`config.mk`:
```
export PLATFORM = sky130hd
export DESIGN_NAME = lru_page_replacement
export DESIGN_NICKNAME = d
export VERILOG_FILES = /design/src/rtl/lrupr_pkg.sv /design/src/rtl/lrupr_match.sv /design/src/rtl/lrupr_recency.sv /design/src/rtl/lru_page_replacement.sv
export VERILOG_INCLUDE_DIRS = /design/src /design/src/rtl
export SDC_FILE = /design/constraint.sdc
export NUM_CORES = 1
export LEC_CHECK = 0
export BUFFER_PORTS_ARGS = -buffer_cell sky130_fd_sc_hd__buf_2
export CAP_MARGIN = 20
export CORE_ASPECT_RATIO = 1.1
export CORE_MARGIN = 2
export CORE_UTILIZATION = 45
export CTS_BUF_LIST = sky130_fd_sc_hd__clkbuf_4
export DETAILED_ROUTE_END_ITERATION = 10
export GPL_ROUTABILITY_DRIVEN = 0
export MAX_ROUTING_LAYER = met4
export PLACE_DENSITY_LB_ADDON = 0.25
export SETUP_SLACK_MARGIN = 0.2
export SYNTH_ARGS = -nofsm -noshare
export SYNTH_HDL_FRONTEND = slang
export SYNTH_SLANG_ARGS = --single-unit
```
`constraint.sdc`:
```
create_clock -name clk -period 12.75 [get_ports clk]
set_input_delay 0 -clock clk [delete_from_list [all_inputs] [get_ports clk]]
set_output_delay 0 -clock clk [all_outputs]
set_load 0.005 [all_outputs]
```
`src/rtl/assert_macros.svh`:
```
// Assertion macros used by the top-level RTL file.
`ifndef ASSERT_MACROS_SVH
`define ASSERT_MACROS_SVH

// Same-cycle implication, checked out of reset.
`define ASSERT_IMPLIES(label, clk, rst_n, ante, cons) \
    label: assert property (@(posedge clk) disable iff (!rst_n) (ante) |-> (cons)) \
        else $error("implication check failed");

// Next-cycle implication, checked out of reset.
`define ASSERT_NEXT(label, clk, rst_n, ante, cons) \
    label: assert property (@(posedge clk) disable iff (!rst_n) (ante) |=> (cons)) \
        else $error("next-cycle check failed");

`endif

```
`src/rtl/lrupr_pkg.sv`:
```
// Types, constants and helpers for the LRU page replacement block.
`timescale 1ns / 1ps

package lrupr_pkg;

    localparam int FRAMES  = 8;
    localparam int PAGE_W  = 8;
    localparam int FRAME_W = 3;
    localparam int RANK_W  = 3;
    localparam int CNT_W   = 4;
    localparam int CFG_W   = 4;
    localparam int FAULT_W = 16;

    typedef logic [PAGE_W-1:0]   page_t;
    typedef logic [FRAME_W-1:0]  frame_idx_t;
    typedef logic [RANK_W-1:0]   rank_t;
    typedef logic [CNT_W-1:0]    count_t;
    typedef logic [CFG_W-1:0]    cfg_t;
    typedef logic [FAULT_W-1:0]  fault_cnt_t;

    typedef page_t [FRAMES-1:0] page_array_t;
    typedef rank_t [FRAMES-1:0] rank_array_t;

    typedef struct packed {
        logic       hit;
        frame_idx_t idx;
    } match_t;

    // Zero acts as one frame, anything above FRAMES acts as FRAMES.
    function automatic count_t clamp_frames(input cfg_t value);
        count_t result;
        if (value == '0)
        begin
            result = count_t'(1);
        end
        else if (value > cfg_t'(FRAMES))
        begin
            result = count_t'(FRAMES);
        end
        else
        begin
            result = count_t'(value);
        end
        return result;
    endfunction

endpackage

```
`src/rtl/lrupr_match.sv`:
```
// Associative page lookup over the searched frames, first match wins.
`timescale 1ns / 1ps

module lrupr_match
(
    input  lrupr_pkg::page_t       page,
    input  lrupr_pkg::page_array_t frame_page,
    input  lrupr_pkg::count_t      search_count,
    output lrupr_pkg::match_t      match
);
    import lrupr_pkg::*;

    always_comb
    begin
        match = '0;
        // Descending scan so the lowest matching frame is kept.
        for (int i = FRAMES - 1; i >= 0; i--)
        begin
            if ((count_t'(i) < search_count) && (frame_page[i] == page))
            begin
                match.hit = 1'b1;
                match.idx = frame_idx_t'(i);
            end
        end
    end

endmodule

```
`src/rtl/lrupr_recency.sv`:
```
// Recency ranks: victim selection and promotion of the referenced frame.
`timescale 1ns / 1ps

module lrupr_recency
(
    input  lrupr_pkg::rank_array_t rank,
    input  lrupr_pkg::count_t      active,
    input  lrupr_pkg::count_t      filled_next,
    input  lrupr_pkg::frame_idx_t  idx,
    input  lrupr_pkg::count_t      old_rank,
    output lrupr_pkg::frame_idx_t  victim,
    output lrupr_pkg::rank_array_t rank_next
);
    import lrupr_pkg::*;

    // Oldest frame among those in use; ties keep the lower frame.
    always_comb
    begin
        victim = '0;
        for (int i = 1; i < FRAMES; i++)
        begin
            if ((count_t'(i) < active) && (rank[i] > rank[victim]))
            begin
                victim = frame_idx_t'(i);
            end
        end
    end

    // Filled frames younger than the old rank age by one; idx becomes newest.
    always_comb
    begin
        for (int i = 0; i < FRAMES; i++)
        begin
            if (frame_idx_t'(i) == idx)
            begin
                rank_next[i] = '0;
            end
            else if ((count_t'(i) < filled_next) && (count_t'(rank[i]) < old_rank))
            begin
                rank_next[i] = rank[i] + rank_t'(1);
            end
            else
            begin
                rank_next[i] = rank[i];
            end
        end
    end

endmodule

```
`src/rtl/lru_page_replacement.sv`:
```
// Top level of the LRU page replacement block.
`timescale 1ns / 1ps

// One page reference per cycle: a request taken with start is registered,
// looked up against the resident frames within the configured frame count
// and ranked in the next cycle; its result appears with done in the cycle after
// that. busy is always low; done pulses for one cycle and cannot be held off,
// so the receiver must take every result as it comes. The frame count is
// written through the cfg channel, only while no request is in flight;
// cfg_ready is low in the cycle a request is being processed.

`include "assert_macros.svh"

module lru_page_replacement
(
    input  logic                    clk,
    input  logic                    rst_n,
    input  logic                    start,
    output logic                    busy,
    input  lrupr_pkg::page_t        page,
    input  logic                    cfg_valid,
    output logic                    cfg_ready,
    input  lrupr_pkg::cfg_t         cfg_data,
    output logic                    done,
    output logic                    fault,
    output lrupr_pkg::frame_idx_t   frame_index,
    output logic                    evicted_valid,
    output lrupr_pkg::page_t        evicted_page,
    output lrupr_pkg::fault_cnt_t   fault_count
);
    import lrupr_pkg::*;

    logic        req_valid_reg;
    page_t       page_reg;
    count_t      active_reg;
    count_t      filled_reg;
    count_t      filled_next;
    rank_array_t rank_reg;
    rank_array_t rank_next;
    page_array_t frame_page_reg;
    fault_cnt_t  fault_total_reg;
    fault_cnt_t  fault_total_next;

    logic        done_reg;
    logic        fault_reg;
    frame_idx_t  frame_index_reg;
    logic        evicted_valid_reg;
    page_t       evicted_page_reg;

    count_t      search_count;
    match_t      match;
    frame_idx_t  victim;
    logic        miss;
    logic        fill;
    frame_idx_t  idx;
    count_t      old_rank;

    assign busy      = 1'b0;
    assign cfg_ready = !req_valid_reg;

    assign search_count = (filled_reg < active_reg) ? filled_reg : active_reg;

    lrupr_match u_match
    (
        .page         (page_reg),
        .frame_page   (frame_page_reg),
        .search_count (search_count),
        .match        (match)
    );

    lrupr_recency u_recency
    (
        .rank        (rank_reg),
        .active      (active_reg),
        .filled_next (filled_next),
        .idx         (idx),
        .old_rank    (old_rank),
        .victim      (victim),
        .rank_next   (rank_next)
    );

    always_comb
    begin
        miss = !match.hit;
        fill = miss && (filled_reg < active_reg);
        if (match.hit)
        begin
            idx = match.idx;
        end
        else if (fill)
        begin
            idx = frame_idx_t'(filled_reg);
        end
        else
        begin
            idx = victim;
        end
        filled_next = fill ? (filled_reg + count_t'(1)) : filled_reg;
        // A fill ages every filled frame.
        old_rank = fill ? count_t'(FRAMES) : count_t'(rank_reg[idx]);
        if (miss && (fault_total_reg != '1))
        begin
            fault_total_next = fault_total_reg + fault_cnt_t'(1);
        end
        else
        begin
            fault_total_next = fault_total_reg;
        end
    end

    always_ff @(posedge clk or negedge rst_n)
    begin
        if (!rst_n)
        begin
            req_valid_reg   <= 1'b0;
            active_reg      <= count_t'(FRAMES);
            filled_reg      <= '0;
            rank_reg        <= '0;
            fault_total_reg <= '0;
            done_reg        <= 1'b0;
        end
        else
        begin
            req_valid_reg <= start && !busy;
            done_reg      <= req_valid_reg;
            if (cfg_valid && cfg_ready)
            begin
                active_reg <= clamp_frames(cfg_data);
            end
            if (req_valid_reg)
            begin
                filled_reg      <= filled_next;
                rank_reg        <= rank_next;
                fault_total_reg <= fault_total_next;
            end
        end
    end

    always_ff @(posedge clk)
    begin
        if (start && !busy)
        begin
            page_reg <= page;
        end
        if (req_valid_reg)
        begin
            if (miss)
            begin
                frame_page_reg[idx] <= page_reg;
            end
            fault_reg         <= miss;
            frame_index_reg   <= idx;
            evicted_valid_reg <= miss && !fill;
            evicted_page_reg  <= (miss && !fill) ? frame_page_reg[idx] : '0;
        end
    end

    assign done          = done_reg;
    assign fault         = fault_reg;
    assign frame_index   = frame_index_reg;
    assign evicted_valid = evicted_valid_reg;
    assign evicted_page  = evicted_page_reg;
    assign fault_count   = fault_total_reg;

    `ASSERT_IMPLIES(a_evict_is_fault, clk, rst_n, done && evicted_valid, fault)
    `ASSERT_IMPLIES(a_filled_bound, clk, rst_n, 1'b1, filled_reg <= count_t'(FRAMES))
    `ASSERT_NEXT(a_fill_advances, clk, rst_n, req_valid_reg && fill,
        filled_reg == ($past(filled_reg) + count_t'(1)))
    `ASSERT_NEXT(a_count_monotonic, clk, rst_n, 1'b1, fault_total_reg >= $past(fault_total_reg))

endmodule

```
# Word level (Yosys, flattened, before mapping)
# Cells that the tools add are included.
# Widths: inputs -> output; s select.
word_totals:
  mem_bits_ro: 0
  n_memories: 0
  ff_bits: 135
  mem_bits_rw: 0
  latch_bits: 0
classes:
  multipliers: 0
  order_cmp: 48
  shifts: 0
  reduce_logical: 51
  bitwise: 1
  eq_ne: 16
  addsub: 10
  div_mod_pow: 0
  mux: 57
op_table:
  columns: ["cell", "n"]
  rows:
  - ["$mux 3", 29]
  - ["$bwmux 64", 1]
  - ["$eq 8x8->1", 8]
  - ["$bmux 3 s3", 7]
  - ["$mux 4", 13]
  - ["$lt 3x4->1 const A", 12]
  - ["$lt 3x4->1", 8]
  - ["$logic_and 1x1->1", 28]
  - ["$add 3x1->3 const B", 8]
  - ["$bmux 8 s3", 1]
  - ["$demux 8 s3", 1]
  - ["$lt 2x4->1 const A", 6]
  - ["$gt 3x3->1", 7]
  - ["$lt 1x4->1 const A", 5]
  - ["$reduce_and 2->1", 10]
  - ["$add 16x1->16 const B", 1]
  - ["$lt 3x4->1 const B", 4]
  - ["$mux 8", 2]
  - ["$ne 16x16->1 const B", 1]
  - ["$reduce_bool 2->1", 8]
  - ["$eq 3x3->1 const A", 4]
  - ["$lt 2x4->1 const B", 2]
  - ["$eq 2x3->1 const A", 2]
  - ["$add 4x1->4 const B", 1]
  - ["other kinds (11)", 14]

# Logic depth before layout (Yosys ltp)
logic_depth:
  word_depth: 42
  ltp_mapped: 73
  mapped_depth_nobuf: 69

# Modules after synthesis
# A second synthesis with hierarchy kept.
unflattened:
  cells_unflattened: 859
  hier_area_um2: 9237.6
modules_own_cells:
  columns: ["mod", "area_each_um2", "seq_area_each_um2", "cells_per_inst", "n_inst"]
  rows:
  - ["lru_page_replacement", 6053.3, 3804.9, 431, 1]
  - ["lrupr_recency", 2124.5, 0.0, 290, 1]
  - ["lrupr_match", 1059.8, 0.0, 138, 1]

# Worst setup path before layout
# OpenSTA, ideal clock, no wires.
synth_timing:
  path_kind: "reg-to-reg"
  from: "reg rank_reg[1] in the netlist's numbering"
  to: "reg rank_reg[6] in the netlist's numbering"
  setup_slack_ps: 517
  t_required_ps: 12629
  n_path_buf: 5
  synth_period_minus_slack_ps: 12233
  t_arrival_ps: 12112
  path_stages_with_launch: 68
  path_cell_list: "dfrtp_1 inv_1 ha_1 nor2b_1 o21ai_0 a221oi_2 nor2_1 a21oi_1 ha_1 nor2b_1 o21a_1 o21ai_2 nor2_1 a21oi_1 inv_1 ha_1 nor2b_1 o21a_1 (+32 left out) nand2_1 o22ai_1 a21oi_1 o211ai_2 buf_2 clkbuf_1 clkbuf_1 nand2_1 o211ai_1 o21ai_0 o21ai_0 nand2_1 ha_1 a221oi_1 o21ai_1 a41oi_2 o21ai_1 a22o_1"
synth_between:
  elab_chain_cells: 42
  word_cells_on_any_way: 44
  cone_classes: "8 x order compare; 1 x eq/ne; 25 x mux; 10 x reduce/logical"
synth_rtl:
  columns: ["item", "line_no", "text"]
  rows:
  - ["start, declared", "lru_page_replacement.sv:38", "rank_array_t rank_reg;"]
  - ["start signal, assigned", "lru_page_replacement.sv:133", "rank_reg <= rank_next;"]
  - ["$gt 3x3->1", "lrupr_recency.sv:22", "if ((count_t'(i) < active) && (rank[i] > rank[victim]))"]
  - ["$logic_and 1x1->1", "lrupr_recency.sv:22", null]
  - ["$mux 1", "lrupr_recency.sv:22", null]
  - ["$bmux 3 s3", "lrupr_recency.sv:22", null]
  - ["$mux 3 (not written as such)", "lrupr_recency.sv:22", null]
  - ["$gt 3x3->1", "lrupr_recency.sv:22", null]
  - ["$logic_and 1x1->1", "lrupr_recency.sv:22", null]
  - ["$mux 2", "lrupr_recency.sv:22", null]
  - ["(+26 left out)", null, null]
  - ["$mux 3", "lru_page_replacement.sv:86", "if (match.hit)"]
  - ["$bmux 3 s3", "lru_page_replacement.sv:100", "old_rank = fill ? count_t'(FRAMES) : count_t'(rank_reg[idx]);"]
  - ["$mux 3 (not written as such)", "lru_page_replacement.sv:100", null]
  - ["$mux 4", "lru_page_replacement.sv:100", null]
  - ["$lt 3x4->1", "lrupr_recency.sv:38", "else if ((count_t'(i) < filled_next) && (count_t'(rank[i]) < old_rank))"]
  - ["$logic_and 1x1->1", "lrupr_recency.sv:38", null]
  - ["$reduce_bool 2->1 (no line)", null, null]
  - ["$reduce_and 2->1 (no line)", null, null]
# Several ways; a longest one is shown, not always the timed one. The select of a mux whose other input is x is not followed.
# A chain may end at the register's enable or synchronous reset.

# Worst setup path in the final report
layout_timing:
  from: "reg rank_reg[1] in the netlist's numbering"
  to: "reg rank_reg[15] in the netlist's numbering"
# Same word-level chain as after synthesis.

==> impl_metrics.py <==
metrics = {
    "status": {
        "status": "complete, no violations",
    },
    "final_layout": {
        "fillCellCount": 1790,
        "drive_gt1_share_pct": 19.1,
        "largest_register_ffs": 64,
        "nets": 1051,
        "area_growth_pct": 13.8,
    },
    "yosys": {
        "synthCells": 911,
        "yosysWarnings": 0,
        "synth_area_um2": 9060,
        "yosys.area_share.simple_pct": 17.4,
        "synth-compound-area-share_pct": 17.5,
        "synth_cell_types": 89,
        "yosys_most_used_dff": "edfxtp_1",
        "synth_edf_count": 85,
        "synthMuxAreaShare_pct": 4.40,
        "seq_area_frac_synth_pct": 42.0,
        "avgSynthCellArea_um2": 9.95,
        "synth-xor-area-share_pct": 8.12,
        "synth-seq-cells": 135,
        "syn-num-nets": 978,
        "synthAdderAreaFrac_pct": 7.04,
        "synthArstFlopShare_pct": 37.0,
        "synth_top_family_by_area": "compound AO/OA/AOI/OAI gates",
    },
    "timing": {
        "max_freq_ghz": 0.0844,
        "fin_worst_skew_ns": 0.0237,
        "fin_ws_ns": 0.902,
        "hold_viol_final": 0,
        "finalCritPeriodShare_pct": 92.9,
        "relSlewSlack_pct": 29.9,
        "slew_violations": 0,
        "worstMarginPinSlew_ns": 1.04,
        "grt_setup_unrepaired": "no",
        "fin_crit_ns": 11.85,
        "setup_viol": 0,
    },
    "die": {
        "initial_core_util_pct": 45.8,
        "io_pins": 48,
        "coreArea_um2": 19800,
        "fp-row-count": 54,
        "die_w_um": 139,
        "fp.dieH_um": 153,
        "dieArea_um2": 21300,
    },
    "routing": {
        "routedWlPerCell_um": 19.1,
        "route.detailed.drc": 0,
        "drt-vias-per-instance": 5.87,
        "via_count": 7333,
        "wirelength_mm": 23.9,
        "firstDrtPassIters": 7,
        "antenna_left": 0,
        "drt_iter0_drc": 539,
    },
    "critical_path": {
        "path_class": "reg2reg",
        "slowest_stage": "dfrtp_2",
        "worstPathArrival_ns": 12.29,
        "reg2reg_slack_ns": 0.90,
        "worst_path_most_repeated_cell": "ha_1",
        "cp_max_fo": 12,
        "cpPeakStageDelay_ns": 0.43,
        "crit_path_start_kind": "register",
        "required_ns": 13.19,
        "cp-end-kind": "register",
    },
    "grt": {
        "overflow": 0,
        "antenna_found_initial": 1,
        "grt_max_degree": 51,
        "gr-usage-all-layers_pct": 22.8,
        "first_global_vias": 6845,
        "grt_pass1_wl_mm": 37.1,
    },
    "worst_hold_path": {
        "hold_path.class": "in2async",
    },
    "flow_run": {
        "drv_cap": 0,
    },
    "place": {
        "post-place-ws_ns": -0.117,
        "dpl.hpwl_mm": 17.1,
        "port_buffers": 46,
    },
    "cts": {
        "cts_buffers": 17,
        "clkSlewWorstSetupHoldPaths_ns": 0.14,
        "clk_latency_ns": 0.56,
        "clockBufferDepth": 2,
        "cts_tree": "done",
        "htreeDepth": 4,
        "cts_root_buf": "clkbuf_4",
        "cts.sinks": 135,
    },
}
-- cells in the final DEF, fill, tap and decap left out, types with 19 or more instances in the layout --
| cell | n |
|---|---|
| nor2_1 | 53 |
| buf_2 | 46 |
| nand2_1 | 102 |
| a211oi_1 | 19 |
| buf_4 | 35 |
| mux2i_1 | 19 |
| nand3_1 | 26 |
| xnor2_1 | 39 |
| and2_1 | 20 |
| edfxtp_1 | 85 |
| o21ai_0 | 33 |
| ha_1 | 51 |
| a31oi_1 | 28 |
| dfrtp_1 | 47 |
| xor2_1 | 45 |
| inv_1 | 29 |
| a21oi_1 | 21 |
-- cell usage after synthesis (4+ instances only) --
cell,count,area (µm²)
ha_1,51,638
nand2b_1,8,50.1
buf_1,5,18.8
a22o_1,6,52.6
and2_1,20,125
a211o_1,6,52.6
o211ai_1,8,60.1
o31ai_1,4,30.0
clkbuf_1,21,78.8
mux2i_1,20,200
o21ai_0,37,185
inv_1,29,109
a22oi_1,4,30.0
and3_1,14,87.6
edfxtp_1,85,2550
a31oi_1,29,181
xor2_1,45,394
o21ai_1,10,50.1
a21oi_1,26,130
a21o_1,6,45.0
xnor2_1,39,342
nor2b_1,12,75.1
buf_2,15,75.1
a211oi_1,20,150
nand3_1,26,130
a32oi_1,4,35.0
nand2_1,104,390
or3_1,5,31.3
nand4_1,17,106
mux2_2,14,158
nor4_1,11,68.8
nor3_1,14,70.1
nor2_1,56,210
o21a_1,8,60.1
dfrtp_1,49,1230
-- cell type report --
| class | count | area [µm²] | share of cell area, % |
|---|---|---|---|
| clock buffers | 17 | 128 | 1.24 |
| diodes | 1 | 2.50 | 0.0243 |
| repair buffers | 98 | 671 | 6.51 |
| multi-input cells | 700 | 5060 | 49.1 |
| inverters | 32 | 120 | 1.17 |
| well taps | 252 | 315 | 3.06 |
| clock inverters | 15 | 206 | 2.00 |
| flip-flops and latches | 135 | 3810 | 36.9 |
-- worst max-delay path, delay by kind of cell, from the launching register on --
family	cells	cell delay [ns]
simple gates	17	1.88
mux	3	0.93
fa+ha+maj	8	2.12
buf+inv	5	0.67
compound gates	34	5.70
flops	1	0.43
-- final timing paths --
path | from | end | depth (start not counted)
max | rank_reg[1] | rank_reg[15] | 67
min | rst_n | done | 3
max reg2reg | rank_reg[1] | rank_reg[15] | 67
min reg2reg | fault_count[10] | fault_count[10] | 1
max in group asynchronous | rst_n | rank_reg[4] | 3
min in group clk | page[2] | page_reg[2] | 2
-- stage by stage --
stage	hold slack [ns]	util (%)	setup TNS, ns	std cells	cell area [µm²]
2_1_floorplan	-0.296	-	0	911	9060
4_1_cts	0.0759	51.2	0	1239	10100
3_3_place_gp	0.157	48.4	0	1185	9570
3_5_place_dp	0.155	48.4	-0.419	1185	9570
5_1_grt	0.0992	52.1	0	1250	10300
6_report	0.0702	52.1	0	1250	10300
-- routing by layer --
metal	vias up	part of all wire, %	track usage [%]
met5	-	0	-
met4	0	3.1	8.32
met3	52	6.6	3.95
met2	266	45	34.2
met1	3497	45	31.1
li1	3518	-	-
-- cells by family (layout without fill, tap and decap cells) --
family | Yosys count | in the layout
fa+ha+maj | 51 | 51
xor+xnor | 84 | 84
simple gates | 311 | 311
buf+inv | 76 | 162
mux | 37 | 37
flops | 135 | 135
compound gates | 216 | 216
other cells | 1 | 2
-- what timing repair did --
item / in CTS / in global routing
endpoints found under the setup margin: 30 / 88
resized for setup: 3 / 28
hold endpoints to repair: 71 / 0
hold buffers: 15 / 0
buffers inserted: 7 / 9
pin swaps: 3 / 9
Power is left out: the tool's default activity adds up to more than one toggle a clock period on the data nets, which glitch-free logic cannot reach.
